===== config.mk =====
export PLATFORM = sky130hd
export DESIGN_NAME = trimmed_mean_distance_filter
export DESIGN_NICKNAME = d
export VERILOG_FILES = /design/src/tmdf_pkg.sv /design/src/tmdf_datapath.sv /design/src/tmdf_ctrl.sv /design/src/trimmed_mean_distance_filter.sv
export SDC_FILE = /design/constraint.sdc
export NUM_CORES = 1
export LEC_CHECK = 0
export ABC_CLOCK_PERIOD_IN_PS = 14600
export BUFFER_PORTS_ARGS = -buffer_cell sky130_fd_sc_hd__buf_2
export CORE_AREA = 5 5 276 278
export CTS_BUF_LIST = sky130_fd_sc_hd__clkbuf_8
export DETAILED_ROUTE_END_ITERATION = 10
export DIE_AREA = 0 0 281 283
export PLACE_DENSITY = 0.46
export SLEW_MARGIN = 40
export SYNTH_ARGS = -nofsm -noshare
export SYNTH_HDL_FRONTEND = slang
export SYNTH_SLANG_ARGS = --single-unit

===== constraint.sdc =====
create_clock -name clk -period 14.6 [get_ports clk]
set_input_delay 2.92 -clock clk [delete_from_list [all_inputs] [get_ports clk]]
set_output_delay 2.92 -clock clk [all_outputs]
set_load 0.05 [all_outputs]

===== src/tmdf_pkg.sv =====
// Shared constants and control types of the trimmed mean distance filter.
package tmdf_pkg;

  localparam int unsigned NumSamples = 5;
  localparam int unsigned FrameLen   = 8;

  localparam logic [7:0] HdrByte  = 8'h55;
  localparam logic [7:0] CmdByte  = 8'h04;
  localparam logic [7:0] SubByte  = 8'h04;
  localparam logic [7:0] ZeroByte = 8'h00;
  localparam logic [7:0] TrlByte  = 8'hBB;

  // floor(x / 3) = (x * Recip3) >> Recip3Shift for every x below 2**19.
  localparam logic [17:0] Recip3      = 18'd174763;
  localparam int unsigned Recip3Shift = 19;
  // (x * Recip100) >> Recip100Shift is floor(x / 100) or one less for x < 2**16.
  localparam logic [15:0] Recip100      = 16'd41943;
  localparam int unsigned Recip100Shift = 22;
  localparam logic [6:0]  Hundred       = 7'd100;

  // Frame byte positions.
  localparam logic [2:0] PosHdr  = 3'd0;
  localparam logic [2:0] PosCmd  = 3'd1;
  localparam logic [2:0] PosSub  = 3'd2;
  localparam logic [2:0] PosZero = 3'd3;
  localparam logic [2:0] PosHund = 3'd4;
  localparam logic [2:0] PosRem  = 3'd5;
  localparam logic [2:0] PosChk  = 3'd6;
  localparam logic [2:0] PosTrl  = 3'd7;

  typedef struct packed {
    logic       load_sample;   // shift an accepted word into the store
    logic       capture_mode;  // latch the mode bit of the fifth word
    logic       scan_first;    // start min, max and sum with the oldest sample
    logic       scan_step;     // fold the oldest sample in and rotate the store
    logic       mid_en;        // middle sum = sum - min - max
    logic       div_en;        // multiply by the reciprocal of three
    logic       split_en;      // take the mean out of the product
    logic       hund_en;       // multiply by the reciprocal of one hundred
    logic       fix_en;        // correct quotient and remainder, saturate
    logic [2:0] byte_idx;      // frame byte being presented
  } tmdf_cmd_t;

  typedef struct packed {
    logic show_value;          // 1: a single value word, 0: a display frame
  } tmdf_status_t;

endpackage


===== src/tmdf_datapath.sv =====
// Datapath: sample store, min/max/sum scan, reciprocal divisions and output mux.
module tmdf_datapath
  import tmdf_pkg::*;
(
  input  logic         clk,
  input  tmdf_cmd_t    cmd,
  output tmdf_status_t status,
  input  logic [15:0]  in_sample_distance,
  input  logic         in_show_on_display,
  output logic [7:0]   out_frame_byte,
  output logic [15:0]  out_filtered_distance,
  output logic         out_is_frame
);

  logic [15:0] store_r [NumSamples];
  logic [18:0] sum_r;
  logic [15:0] min_r;
  logic [15:0] max_r;
  logic [17:0] mid_r;
  logic [35:0] prod3_r;
  logic [15:0] mean_r;
  logic [31:0] prod100_r;
  logic [7:0]  hund_r;
  logic [7:0]  rem_r;
  logic        mode_r;

  logic [15:0] oldest;
  logic [9:0]  quo;
  logic [16:0] quo_x100;
  logic [16:0] rem_raw;
  logic [9:0]  quo_fix;
  logic [7:0]  rem_fix;
  logic [7:0]  chk;
  logic [7:0]  frame_sel;

  assign oldest = store_r[0];

  // The store is a shift line; the scan rotates it so the oldest tap sees every sample.
  always_ff @(posedge clk) begin
    if (cmd.load_sample) begin
      for (int i = 0; i < NumSamples - 1; i++) begin
        store_r[i] <= store_r[i+1];
      end
      store_r[NumSamples-1] <= in_sample_distance;
    end else if (cmd.scan_step) begin
      for (int i = 0; i < NumSamples - 1; i++) begin
        store_r[i] <= store_r[i+1];
      end
      store_r[NumSamples-1] <= oldest;
    end
  end

  always_ff @(posedge clk) begin
    if (cmd.capture_mode) begin
      mode_r <= in_show_on_display;
    end
  end

  always_ff @(posedge clk) begin
    if (cmd.scan_first) begin
      sum_r <= {3'd0, oldest};
      min_r <= oldest;
      max_r <= oldest;
    end else if (cmd.scan_step) begin
      sum_r <= sum_r + {3'd0, oldest};
      if (oldest < min_r) begin
        min_r <= oldest;
      end
      if (oldest > max_r) begin
        max_r <= oldest;
      end
    end
  end

  always_ff @(posedge clk) begin
    if (cmd.mid_en) begin
      mid_r <= 18'(sum_r - {3'd0, min_r} - {3'd0, max_r});
    end
    if (cmd.div_en) begin
      prod3_r <= mid_r * Recip3;
    end
    if (cmd.split_en) begin
      mean_r <= prod3_r[Recip3Shift +: 16];
    end
    if (cmd.hund_en) begin
      prod100_r <= mean_r * Recip100;
    end
    if (cmd.fix_en) begin
      hund_r <= (quo_fix > 10'd255) ? 8'd255 : quo_fix[7:0];
      rem_r  <= rem_fix;
    end
  end

  // The estimated quotient is low by at most one, so one compare and subtract corrects it.
  always_comb begin
    quo      = prod100_r[Recip100Shift +: 10];
    quo_x100 = quo * Hundred;
    rem_raw  = {1'b0, mean_r} - quo_x100;
    if (rem_raw[7:0] >= {1'b0, Hundred}) begin
      quo_fix = quo + 10'd1;
      rem_fix = rem_raw[7:0] - {1'b0, Hundred};
    end else begin
      quo_fix = quo;
      rem_fix = rem_raw[7:0];
    end
  end

  assign chk = SubByte + ZeroByte + hund_r + rem_r;

  always_comb begin
    unique case (cmd.byte_idx)
      PosHdr:  frame_sel = HdrByte;
      PosCmd:  frame_sel = CmdByte;
      PosSub:  frame_sel = SubByte;
      PosZero: frame_sel = ZeroByte;
      PosHund: frame_sel = hund_r;
      PosRem:  frame_sel = rem_r;
      PosChk:  frame_sel = chk;
      PosTrl:  frame_sel = TrlByte;
      default: frame_sel = TrlByte;
    endcase
  end

  assign status.show_value     = mode_r;
  assign out_is_frame          = ~mode_r;
  assign out_frame_byte        = mode_r ? 8'd0 : frame_sel;
  assign out_filtered_distance = mode_r ? mean_r : 16'd0;

endmodule


===== src/tmdf_ctrl.sv =====
// Controller: sample counting, scan sequencing and result word emission.
module tmdf_ctrl
  import tmdf_pkg::*;
(
  input  logic         clk,
  input  logic         rst_n,
  input  logic         in_valid,
  output logic         in_ready,
  output logic         out_valid,
  input  logic         out_ready,
  output logic         out_last_of_run,
  output tmdf_cmd_t    cmd,
  input  tmdf_status_t status
);

  typedef enum logic [7:0] {
    ST_COLLECT = 8'b0000_0001,
    ST_SCAN    = 8'b0000_0010,
    ST_MID     = 8'b0000_0100,
    ST_DIV     = 8'b0000_1000,
    ST_SPLIT   = 8'b0001_0000,
    ST_HUND    = 8'b0010_0000,
    ST_FIX     = 8'b0100_0000,
    ST_EMIT    = 8'b1000_0000
  } state_t;

  state_t     state_r, state_nxt;
  logic [2:0] count_r, count_nxt;
  logic [2:0] scan_r, scan_nxt;
  logic [2:0] byte_r, byte_nxt;
  logic       in_fire;
  logic       out_fire;
  logic       fifth;
  logic       last;

  assign fifth    = (count_r == 3'(NumSamples - 1));
  // Samples keep coming in while the previous result drains, except the fifth one.
  assign in_ready = (state_r == ST_COLLECT) || ((state_r == ST_EMIT) && !fifth);
  assign in_fire  = in_valid && in_ready;
  assign out_valid = (state_r == ST_EMIT);
  assign out_fire  = out_valid && out_ready;
  assign last      = status.show_value || (byte_r == 3'(FrameLen - 1));
  assign out_last_of_run = last;

  always_comb begin
    state_nxt = state_r;
    count_nxt = count_r;
    scan_nxt  = scan_r;
    byte_nxt  = byte_r;
    cmd       = '0;
    cmd.byte_idx    = byte_r;
    cmd.load_sample = in_fire;

    if (in_fire) begin
      count_nxt = fifth ? 3'd0 : count_r + 3'd1;
    end

    unique case (state_r)
      ST_COLLECT: begin
        if (in_fire && fifth) begin
          cmd.capture_mode = 1'b1;
          scan_nxt  = 3'd0;
          state_nxt = ST_SCAN;
        end
      end
      ST_SCAN: begin
        cmd.scan_first = (scan_r == 3'd0);
        cmd.scan_step  = 1'b1;
        scan_nxt = scan_r + 3'd1;
        if (scan_r == 3'(NumSamples - 1)) begin
          state_nxt = ST_MID;
        end
      end
      ST_MID: begin
        cmd.mid_en = 1'b1;
        state_nxt  = ST_DIV;
      end
      ST_DIV: begin
        cmd.div_en = 1'b1;
        state_nxt  = ST_SPLIT;
      end
      ST_SPLIT: begin
        cmd.split_en = 1'b1;
        byte_nxt     = 3'd0;
        state_nxt    = status.show_value ? ST_EMIT : ST_HUND;
      end
      ST_HUND: begin
        cmd.hund_en = 1'b1;
        state_nxt   = ST_FIX;
      end
      ST_FIX: begin
        cmd.fix_en = 1'b1;
        state_nxt  = ST_EMIT;
      end
      ST_EMIT: begin
        if (out_fire) begin
          byte_nxt = byte_r + 3'd1;
          if (last) begin
            state_nxt = ST_COLLECT;
          end
        end
      end
      default: begin
        state_nxt = ST_COLLECT;
      end
    endcase
  end

  always_ff @(posedge clk) begin
    if (!rst_n) begin
      state_r <= ST_COLLECT;
      count_r <= 3'd0;
      scan_r  <= 3'd0;
      byte_r  <= 3'd0;
    end else begin
      state_r <= state_nxt;
      count_r <= count_nxt;
      scan_r  <= scan_nxt;
      byte_r  <= byte_nxt;
    end
  end

endmodule


===== src/trimmed_mean_distance_filter.sv =====
// Top level of the trimmed mean distance filter: controller plus datapath.
// From the fifth sample word to the first result word, the controller steps through
// the scan, middle sum and multiply steps, plus the hundreds multiply and fix in display mode.
// Throughput: one sample word per cycle for the first four words of a group; a group
// then holds off input through scan and multiply, before its one or eight result words.
// Reset: synchronous, active low; clears the sample count and returns to collecting.
module trimmed_mean_distance_filter
  import tmdf_pkg::*;
(
  input  logic        clk,
  input  logic        rst_n,
  input  logic        in_valid,
  output logic        in_ready,
  input  logic [15:0] in_sample_distance,
  input  logic        in_show_on_display,
  output logic        out_valid,
  input  logic        out_ready,
  output logic [7:0]  out_frame_byte,
  output logic [15:0] out_filtered_distance,
  output logic        out_is_frame,
  output logic        out_last_of_run
);

  // The controller counts sample words and, on the fifth, walks the datapath through
  // a scan that finds minimum, maximum and sum. Sum minus the two extremes
  // is the sum of the middle three, so no full sort is needed. Division by three and
  // by one hundred are reciprocal multiplications, each in its own registered stage.
  // While result words drain, the first four samples of the next group are taken in.

  tmdf_cmd_t    cmd;
  tmdf_status_t status;

  tmdf_ctrl u_ctrl (
    .clk             (clk),
    .rst_n           (rst_n),
    .in_valid        (in_valid),
    .in_ready        (in_ready),
    .out_valid       (out_valid),
    .out_ready       (out_ready),
    .out_last_of_run (out_last_of_run),
    .cmd             (cmd),
    .status          (status)
  );

  tmdf_datapath u_datapath (
    .clk                   (clk),
    .cmd                   (cmd),
    .status                (status),
    .in_sample_distance    (in_sample_distance),
    .in_show_on_display    (in_show_on_display),
    .out_frame_byte        (out_frame_byte),
    .out_filtered_distance (out_filtered_distance),
    .out_is_frame          (out_is_frame)
  );

endmodule


==> results of run 1 <==
==> cells in the final DEF, fill, tap and decap left out, types with 14 or more instances in the layout <==
cell type / n
sky130_fd_sc_hd__a21o_1: 29
sky130_fd_sc_hd__a21oi_1: 69
sky130_fd_sc_hd__buf_2: 48
sky130_fd_sc_hd__clkbuf_8: 42
sky130_fd_sc_hd__dfxtp_1: 19
sky130_fd_sc_hd__edfxtp_1: 205
sky130_fd_sc_hd__fa_1: 225
sky130_fd_sc_hd__ha_1: 401
sky130_fd_sc_hd__inv_1: 509
sky130_fd_sc_hd__nand2_1: 113
sky130_fd_sc_hd__nand3_1: 26
sky130_fd_sc_hd__nor2_1: 74
sky130_fd_sc_hd__nor2b_1: 14
sky130_fd_sc_hd__o21ai_0: 42
sky130_fd_sc_hd__xnor2_1: 55
sky130_fd_sc_hd__xor2_1: 31
==> flip-flops by register name, summed over array words and instances (netlist names) <==
name,count
u_datapath.mean_r,16
u_datapath.rem_r,8
u_datapath.max_r,16
u_datapath.store_r,80
u_datapath.status,1
u_ctrl.scan_r,3
u_datapath.prod3_r,16
u_datapath.mid_r,18
u_datapath.prod100_r,10
u_datapath.sum_r,18
u_datapath.min_r,16
u_datapath.hund_r,8
u_ctrl.state_r,8
u_ctrl.count_r,3
u_ctrl.byte_r,3
==> synthesized netlist by cell type (15+ instances only) <==
cell type	count	area share (%)
sky130_fd_sc_hd__xnor2_1	55	2.2
sky130_fd_sc_hd__inv_1	501	8.6
sky130_fd_sc_hd__nor2_1	74	1.3
sky130_fd_sc_hd__a21oi_1	69	1.6
sky130_fd_sc_hd__ha_1	401	23
sky130_fd_sc_hd__dfxtp_1	19	1.7
sky130_fd_sc_hd__o21ai_0	42	0.96
sky130_fd_sc_hd__fa_1	225	21
sky130_fd_sc_hd__nor2b_1	15	0.43
sky130_fd_sc_hd__xor2_1	31	1.2
sky130_fd_sc_hd__clkbuf_1	16	0.28
sky130_fd_sc_hd__nand3_1	26	0.60
sky130_fd_sc_hd__a21o_1	29	1.0
sky130_fd_sc_hd__nand2_1	115	2.0
sky130_fd_sc_hd__edfxtp_1	205	28
==> area by class of cell <==
cell class                 instances  share of cell area [%]
clock inverter                    27                   0.929
antenna                            1                  0.0104
tap                              969                    5.03
inverter                         502                    7.81
timing repair buffer              56                    1.26
multi-input combinational       1262                    55.5
sequential                       224                    27.1
clock buffer                      42                    2.40
==> metrics by stage <==
step                      setup slack, ns  utilization (%)  instances
after floorplan                      8.61                -       2006
after global placement               8.23             31.6       3013
after detailed placement             8.12             31.6       3013
after CTS                            8.14             32.7       3082
after global routing                 7.88             32.7       3082
final                                8.17             32.7       3083
==> power groups by stage <==
stage          logic (uW)  registers [uW]  clock network, uW
3_3_place_gp          403             948                  0
6_report              412             938                609
5_1_grt               473             951                666
4_1_cts               418             941                636
2_1_floorplan         318             936                  0
3_5_place_dp          417             953                  0
==> worst max-delay path by stage <==
| stage | start | to | slack, ns | cells after the start |
|---|---|---|---|---|
| floorplan | u_datapath.mean_r[8] | u_datapath.prod100_r[31] | 8.61 | 22 |
| global placement | u_datapath.mean_r[8] | u_datapath.prod100_r[31] | 8.23 | 22 |
| detailed placement | u_datapath.mean_r[10] | u_datapath.prod100_r[31] | 8.12 | 22 |
| CTS | u_datapath.mean_r[8] | u_datapath.prod100_r[31] | 8.14 | 22 |
| global route | u_datapath.mean_r[8] | u_datapath.prod100_r[31] | 7.88 | 22 |
| finish | u_datapath.mean_r[8] | u_datapath.prod100_r[31] | 8.17 | 22 |
==> metal layers <==
metal | vias to the layer above | wire length (um)
li1 | 6762 | -
met1 | 6571 | 22000
met2 | 137 | 21900
met3 | 62 | 1090
met4 | 0 | 1100
met5 | - | 0
==> cells by family (layout without fill, tap and decap cells) <==
| logic type | after synthesis | count (layout) | synth area share (%) |
|---|---|---|---|
| adder cells (fa/ha/maj) | 626 | 626 | 43.6 |
| buffers and inverters | 520 | 627 | 8.94 |
| AND/OR/NAND/NOR | 318 | 318 | 6.94 |
| AO/OA/AOI/OAI | 230 | 230 | 7.03 |
| flip-flops | 224 | 224 | 29.9 |
| XOR/XNOR | 86 | 86 | 3.45 |
| multiplexers | 2 | 2 | 0.0917 |
| other | 0 | 1 | 0 |
==> parameters.txt, run 1 <==
Parameter                              Value

Yosys
  Nets in the synthesized netlist    2653
  Post-synthesis cell type count    62
  Synthesis warning total    0
  Mapped Avg Cell Area    10.9 um2
  Cell count after synthesis    2006
  #FFs+latches synth    224
  Sequential fraction of the synthesis area    29.9%
  Async SR Flop Fraction    0%
  EDFF count, synth    205
  Mapped cell area    21800 um2
  Predominant post-synthesis flop cell    sky130_fd_sc_hd__edfxtp_1

Run
  Total of max-cap violations    0

STA
  Number of failing setup endpoints in the final timing report    0
  Worst Hold Margin    0.406 ns
  Fmax    0.156 GHz
  Clk_skew    0.0252 ns
  Tmin final    6.43 ns
  Max-slew headroom at the worst pin    46.3%
  Number of hold violations in the final report    0
  Final Max Tran Viols    0
  Final Cycle Share    44.0%
  RSZ-0062 raised after global routing    false
  Total negative slack for setup checks    0 ns
  Transition time of the tightest slew-check pin    0.805 ns

Die
  Core ar.    73700 um2
  Overall die height    283 um
  Num rows    100
  Num ports    49
  Die footprint    79500 um2
  Starting density of the core    29.6%
  Die outline width    281 um

Clocking
  CTS max path bufs    3
  Clock-pin slew on the worst setup and hold paths    0.07 ns
  Clock root cell    sky130_fd_sc_hd__clkbuf_8
  Total clock buffers created by CTS    41
  H-tree levels    2
  Hold-fix buffers at CTS    0
  Post-CTS Repair Setup Buffers    0
  Clock Sinks    224
  CTS tree    done
  Post-cts repair resize count    0
  Source-to-sink clock delay at the later pin of the worst-skew pair    0.58 ns

GRT
  Pin count of the biggest net entering global routing    71
  Total congestion overflow    0
  Antenna violations before repair    0
  Met3 routing resource usage after global routing    1.64%
  Met1 usage    16.0%
  Number of global-route vias before repair    14900
  Global-route usage over all layers    11.8%
  Grt met2 use    19.9%
  Wire length of the first global-routing pass    76700 um
  Most Used Layer, Global Route    met2

Power and ir drop
  Combinational Power Share    21.0%
  Clock power share    31.1%
  Power, Total    1960 uW
  Power per standard cell area    81.2 nW/um2
  Internal portion of total power    1370 uW
  Part of the power in registers    47.9%
  Share of total power consumed by net switching    30.0%
  Leak Pwr    0.0115 uW
  Worst supply voltage drop on vdd    0.000185 V
  Switching power    588 uW

Drt
  Average detailed-routed wire length per instance    14.9 um
  ANT nets after route    0
  Violation count after the first detailed-routing iteration    590
  Final WL    46100 um
  Number of search-and-repair iterations in the first detailed-routing pass    8
  Vias per inst    4.39
  Residual DRC    0
  Via count    13500

Final layout
  Storage element area    6540 um2
  Post-Layout Inst Area    24100 um2
  Filler cell count in the final layout    7436
  Area of the multi-input gates    13400 um2
  Nets    2734
  Layout cells sized above 1    5.92%
  Synth-to-Final Area Change    10.5%

Worst setup path
  Worst reg2reg path depth    22
  Category of the worst setup path capture point    flip-flop
  Critical register-to-register path startpoint    u_datapath.mean_r[8]
  Critical path data arrival time    6.76 ns
  Family of cells with the greatest summed delay on the critical path    adder cells
  Type of element launching the critical path    flip-flop
  Library cell contributing the largest single delay on the critical path    sky130_fd_sc_hd__edfxtp_1
  Critical path, cell by cell    ha_1 -> inv_1 -> fa_1 -> inv_1 -> fa_1 -> inv_1 -> fa_1 -> inv_1 -> fa_1 -> inv_1 -> fa_1 -> inv_1 -> ha_1 -> nand4_1 -> nor2_1 -> a221oi_2 -> nor2_1 -> or3_4 -> o41ai_4 -> o21ai_2 -> o41a_1 -> xnor2_1
  Cell repeated most along the worst path    sky130_fd_sc_hd__inv_1
  CP max stage delay    0.62 ns
  Worst r2r dst    u_datapath.prod100_r[31]
  Highest net fanout along the worst path    9
  Setup CP Type    flip-flop to flip-flop
  Internal reg-to-reg setup slack    8.17 ns
  Required @ worst endpoint    14.93 ns
  Critical path buffer and inverter count    6

Worst hold path
  Worst hold path depth    0
  Hold path startpoint    u_datapath.store_r[0][54]
  Worst-case hold path end point    u_datapath.store_r[0][38]
  Hold Path Class    flip-flop to flip-flop

Place
  Placement Cell Area    23300 um2
  Count of input and output buffers    48
  Final GP Congestion    0.848
  Estimated wirelength of the detail-placed design    38400 um

Outcome
  Run status    finished clean
(Power assumes the default switching activity.)
==> inputs of run 2 (changes only) <==
--- a/config.mk
+++ b/config.mk
@@ -5,7 +5,7 @@
 export SDC_FILE = /design/constraint.sdc
 export NUM_CORES = 1
 export LEC_CHECK = 0
-export ABC_CLOCK_PERIOD_IN_PS = 14600
+export ABC_CLOCK_PERIOD_IN_PS = 6000
 export BUFFER_PORTS_ARGS = -buffer_cell sky130_fd_sc_hd__buf_2
 export CORE_AREA = 5 5 276 278
 export CTS_BUF_LIST = sky130_fd_sc_hd__clkbuf_8
==> constraint.sdc (replaced) <==
create_clock -name clk -period 6 [get_ports clk]
set_input_delay 1.2 -clock clk [delete_from_list [all_inputs] [get_ports clk]]
set_output_delay 1.2 -clock clk [all_outputs]
set_load 0.05 [all_outputs]
==> parameters.txt, run 2 (synthesis results as in run 1) <==
Parameter                              Value

Outcome
  Run status    finished clean

STA
  Clk_skew    0.0355 ns (+0.0103 ns)
  Final Cycle Share    98.9% (+55 points)
  Number of hold violations in the final report    0 (unchanged)
  Max-slew headroom at the worst pin    47.9% (+1.6 points)
  Final worst setup slack    0.0660 ns (-8.11 ns)
  Number of failing setup endpoints in the final timing report    0 (unchanged)
  Transition time of the tightest slew-check pin    0.781 ns (-0.0241 ns)
  RSZ-0062 raised after global routing    true
  Final Max Tran Viols    0 (unchanged)
  Fmax    0.169 GHz (+8.3%)
  Tmin final    5.93 ns (-0.494 ns)

Worst setup path
  Type of element launching the critical path    flip-flop
  Critical path data arrival time    6.25 ns (-0.51 ns)
  Category of the worst setup path capture point    flip-flop
  Highest net fanout along the worst path    4 (-5)
  Setup CP Type    flip-flop to flip-flop
  Required @ worst endpoint    6.31 ns (-8.62 ns)

Drt
  Average detailed-routed wire length per instance    14.6 um (-2.3%)
  Vias per inst    4.37 (-0.49%)
  Number of search-and-repair iterations in the first detailed-routing pass    5 (-3)
  Final WL    46200 um (+0.40%)
  Via count    13800 (+2.3%)
  Residual DRC    0 (unchanged)
  Violation count after the first detailed-routing iteration    486 (-18%)
  ANT nets after route    0 (unchanged)

GRT
  Wire length of the first global-routing pass    74900 um (-2.4%)
  Met3 routing resource usage after global routing    1.44% (-0.20 points)
  Met1 usage    15.6% (-0.39 points)
  Most Used Layer, Global Route    met2
  Grt met2 use    19.9% (+0.061 points)
  Antenna violations before repair    1 (+1)
  Pin count of the biggest net entering global routing    51 (-28%)
  Total congestion overflow    0 (unchanged)
  Global-route usage over all layers    11.5% (-0.25 points)
  Number of global-route vias before repair    14600 (-2.1%)

Clocking
  H-tree levels    2 (unchanged)
  Clock root cell    sky130_fd_sc_hd__clkbuf_8
  CTS tree    done
  Total clock buffers created by CTS    41 (unchanged)
  Clock-pin slew on the worst setup and hold paths    0.06 ns (about the same)
  Hold-fix buffers at CTS    0 (unchanged)
  CTS max path bufs    3 (unchanged)
  Clock Sinks    224 (unchanged)
  Source-to-sink clock delay at the later pin of the worst-skew pair    0.58 ns (about the same)

Final layout
  End-of-flow core utilization    34.0% (+1.3 points)
  Filler-free cell count of the finished design    3169 (+2.8%)
  Area of the multi-input gates    13700 um2 (+2.6%)
  Post-Layout Inst Area    25100 um2 (+4.0%)
  Storage element area    6540 um2 (unchanged)
  Filler cell count in the final layout    7447 (+0.15%)
  Register name with the most flops    u_datapath.store_r
  Most common cell after layout, fill and taps aside    sky130_fd_sc_hd__inv_1
  Registers with the highest flip-flop counts    u_datapath.store_r (80), u_datapath.mid_r (18), u_datapath.sum_r (18)
  Layout cells sized above 1    12.3% (+6.4 points)
  Synth-to-Final Area Change    14.8%
  Commonest non-fill, non-tap cells in the layout    492 x sky130_fd_sc_hd__inv_1, 374 x sky130_fd_sc_hd__ha_1, 220 x sky130_fd_sc_hd__fa_1
  Nets    2818 (+3.1%)
  Max FFs per register    80 (unchanged)

Power and ir drop
  Power, Total    4620 uW (+140%)
  Power per standard cell area    184 nW/um2 (+130%)
  Worst supply voltage drop on vdd    0.000351 V (+90%)
  Leak Pwr    0.0119 uW (+3.1%)

Die
  Starting density of the core    29.6% (unchanged)
  Overall die height    283 um (unchanged)
  Core ar.    73700 um2 (unchanged)
  Num rows    100 (unchanged)
  Num ports    49 (unchanged)
  Die outline width    281 um (unchanged)
  Die footprint    79500 um2 (unchanged)

Run
  Total of max-cap violations    0 (unchanged)

Place
  Count of placed standard cells including taps    3072 (+2.0%)
  Placement Cell Area    23700 um2 (+1.9%)
  Count of input and output buffers    48 (unchanged)
  Estimated wirelength of the detail-placed design    38400 um (-0.10%)
  Placement Setup Slack    -0.0643 ns (-8.18 ns)
  Final GP Congestion    0.848 (about the same)

Worst hold path
  Hold Path Class    flip-flop to flip-flop
run 2: cell count changes in the layout (fill, tap and decap cells not counted), moves of 10 or more:
cell	before	now
sky130_fd_sc_hd__inv_2	1	17
sky130_fd_sc_hd__buf_6	1	11
sky130_fd_sc_hd__ha_4	0	21
sky130_fd_sc_hd__ha_1	401	374
sky130_fd_sc_hd__buf_4	7	81
sky130_fd_sc_hd__inv_1	509	492
run 2: worst max-delay path, stage by stage, from the launching register on:
cell                       delay (ns)
sky130_fd_sc_hd__edfxtp_1        0.51
sky130_fd_sc_hd__buf_6           0.18
sky130_fd_sc_hd__ha_1            0.26
sky130_fd_sc_hd__inv_1           0.04
sky130_fd_sc_hd__fa_1            0.47
sky130_fd_sc_hd__inv_1           0.05
sky130_fd_sc_hd__fa_2            0.33
sky130_fd_sc_hd__fa_1            0.47
sky130_fd_sc_hd__fa_1            0.54
sky130_fd_sc_hd__inv_1           0.05
sky130_fd_sc_hd__fa_1            0.49
sky130_fd_sc_hd__inv_2           0.05
sky130_fd_sc_hd__ha_4            0.23
sky130_fd_sc_hd__a21o_1          0.15
sky130_fd_sc_hd__a211o_1         0.28
sky130_fd_sc_hd__o211ai_1        0.12
sky130_fd_sc_hd__o22ai_1         0.11
sky130_fd_sc_hd__or3_4           0.42
sky130_fd_sc_hd__o41ai_4         0.30
sky130_fd_sc_hd__o21ai_2         0.11
sky130_fd_sc_hd__o41a_1          0.38
sky130_fd_sc_hd__xnor2_1         0.13
run 2: worst paths after layout:
kind                                                 from                         to  slack (ns)  depth (start not counted)
worst max register to register       u_datapath.mean_r[9]   u_datapath.prod100_r[31]        0.07                         21
worst max-delay path                 u_datapath.mean_r[9]   u_datapath.prod100_r[31]        0.07                         21
worst min-delay path            u_datapath.store_r[0][27]  u_datapath.store_r[0][11]        0.41                          0
worst min register to register  u_datapath.store_r[0][27]  u_datapath.store_r[0][11]        0.41                          0
run 2: through the flow:
| step | setup TNS, ns | hold WS, ns |
|---|---|---|
| after CTS | -0.0159 | 0.411 |
| after global routing | -0.315 | 0.420 |
| after detailed placement | -0.122 | 0.405 |
| after floorplan | 0 | 0.400 |
| final | 0 | 0.407 |
| after global placement | -0.00625 | 0.402 |
run 2: repair_timing:
action | CTS | global route
pin swaps | 0 | 44
resized for setup | 3 | 72
buffers inserted | 5 | 20
setup endpoints to repair | 3 | 11
run 2: report_power, final:
part           internal [uW]  switching (uW)  leakage (uW)
combinational            376             623       0.00944
clock                    697             642      0.000417
sequential              2130             149       0.00204
total                   3200            1410        0.0119
run 2: metal layers:
| layer | share of wire [%] | vias up |
|---|---|---|
| li1 | - | 6941 |
| met1 | 48 | 6759 |
| met2 | 49 | 103 |
| met3 | 2.1 | 38 |
| met4 | 1.2 | 0 |
| met5 | 0 | - |
run 2: layout make-up:
| type | count | area share [%] |
|---|---|---|
| Antenna cell | 2 | 0.0200 |
| Clock buffer | 42 | 2.31 |
| Clock inverter | 28 | 0.629 |
| Inverter | 502 | 7.54 |
| Multi-Input combinational cell | 1262 | 54.7 |
| Sequential cell | 224 | 26.1 |
| Tap cell | 969 | 4.84 |
| Timing Repair Buffer | 140 | 3.88 |
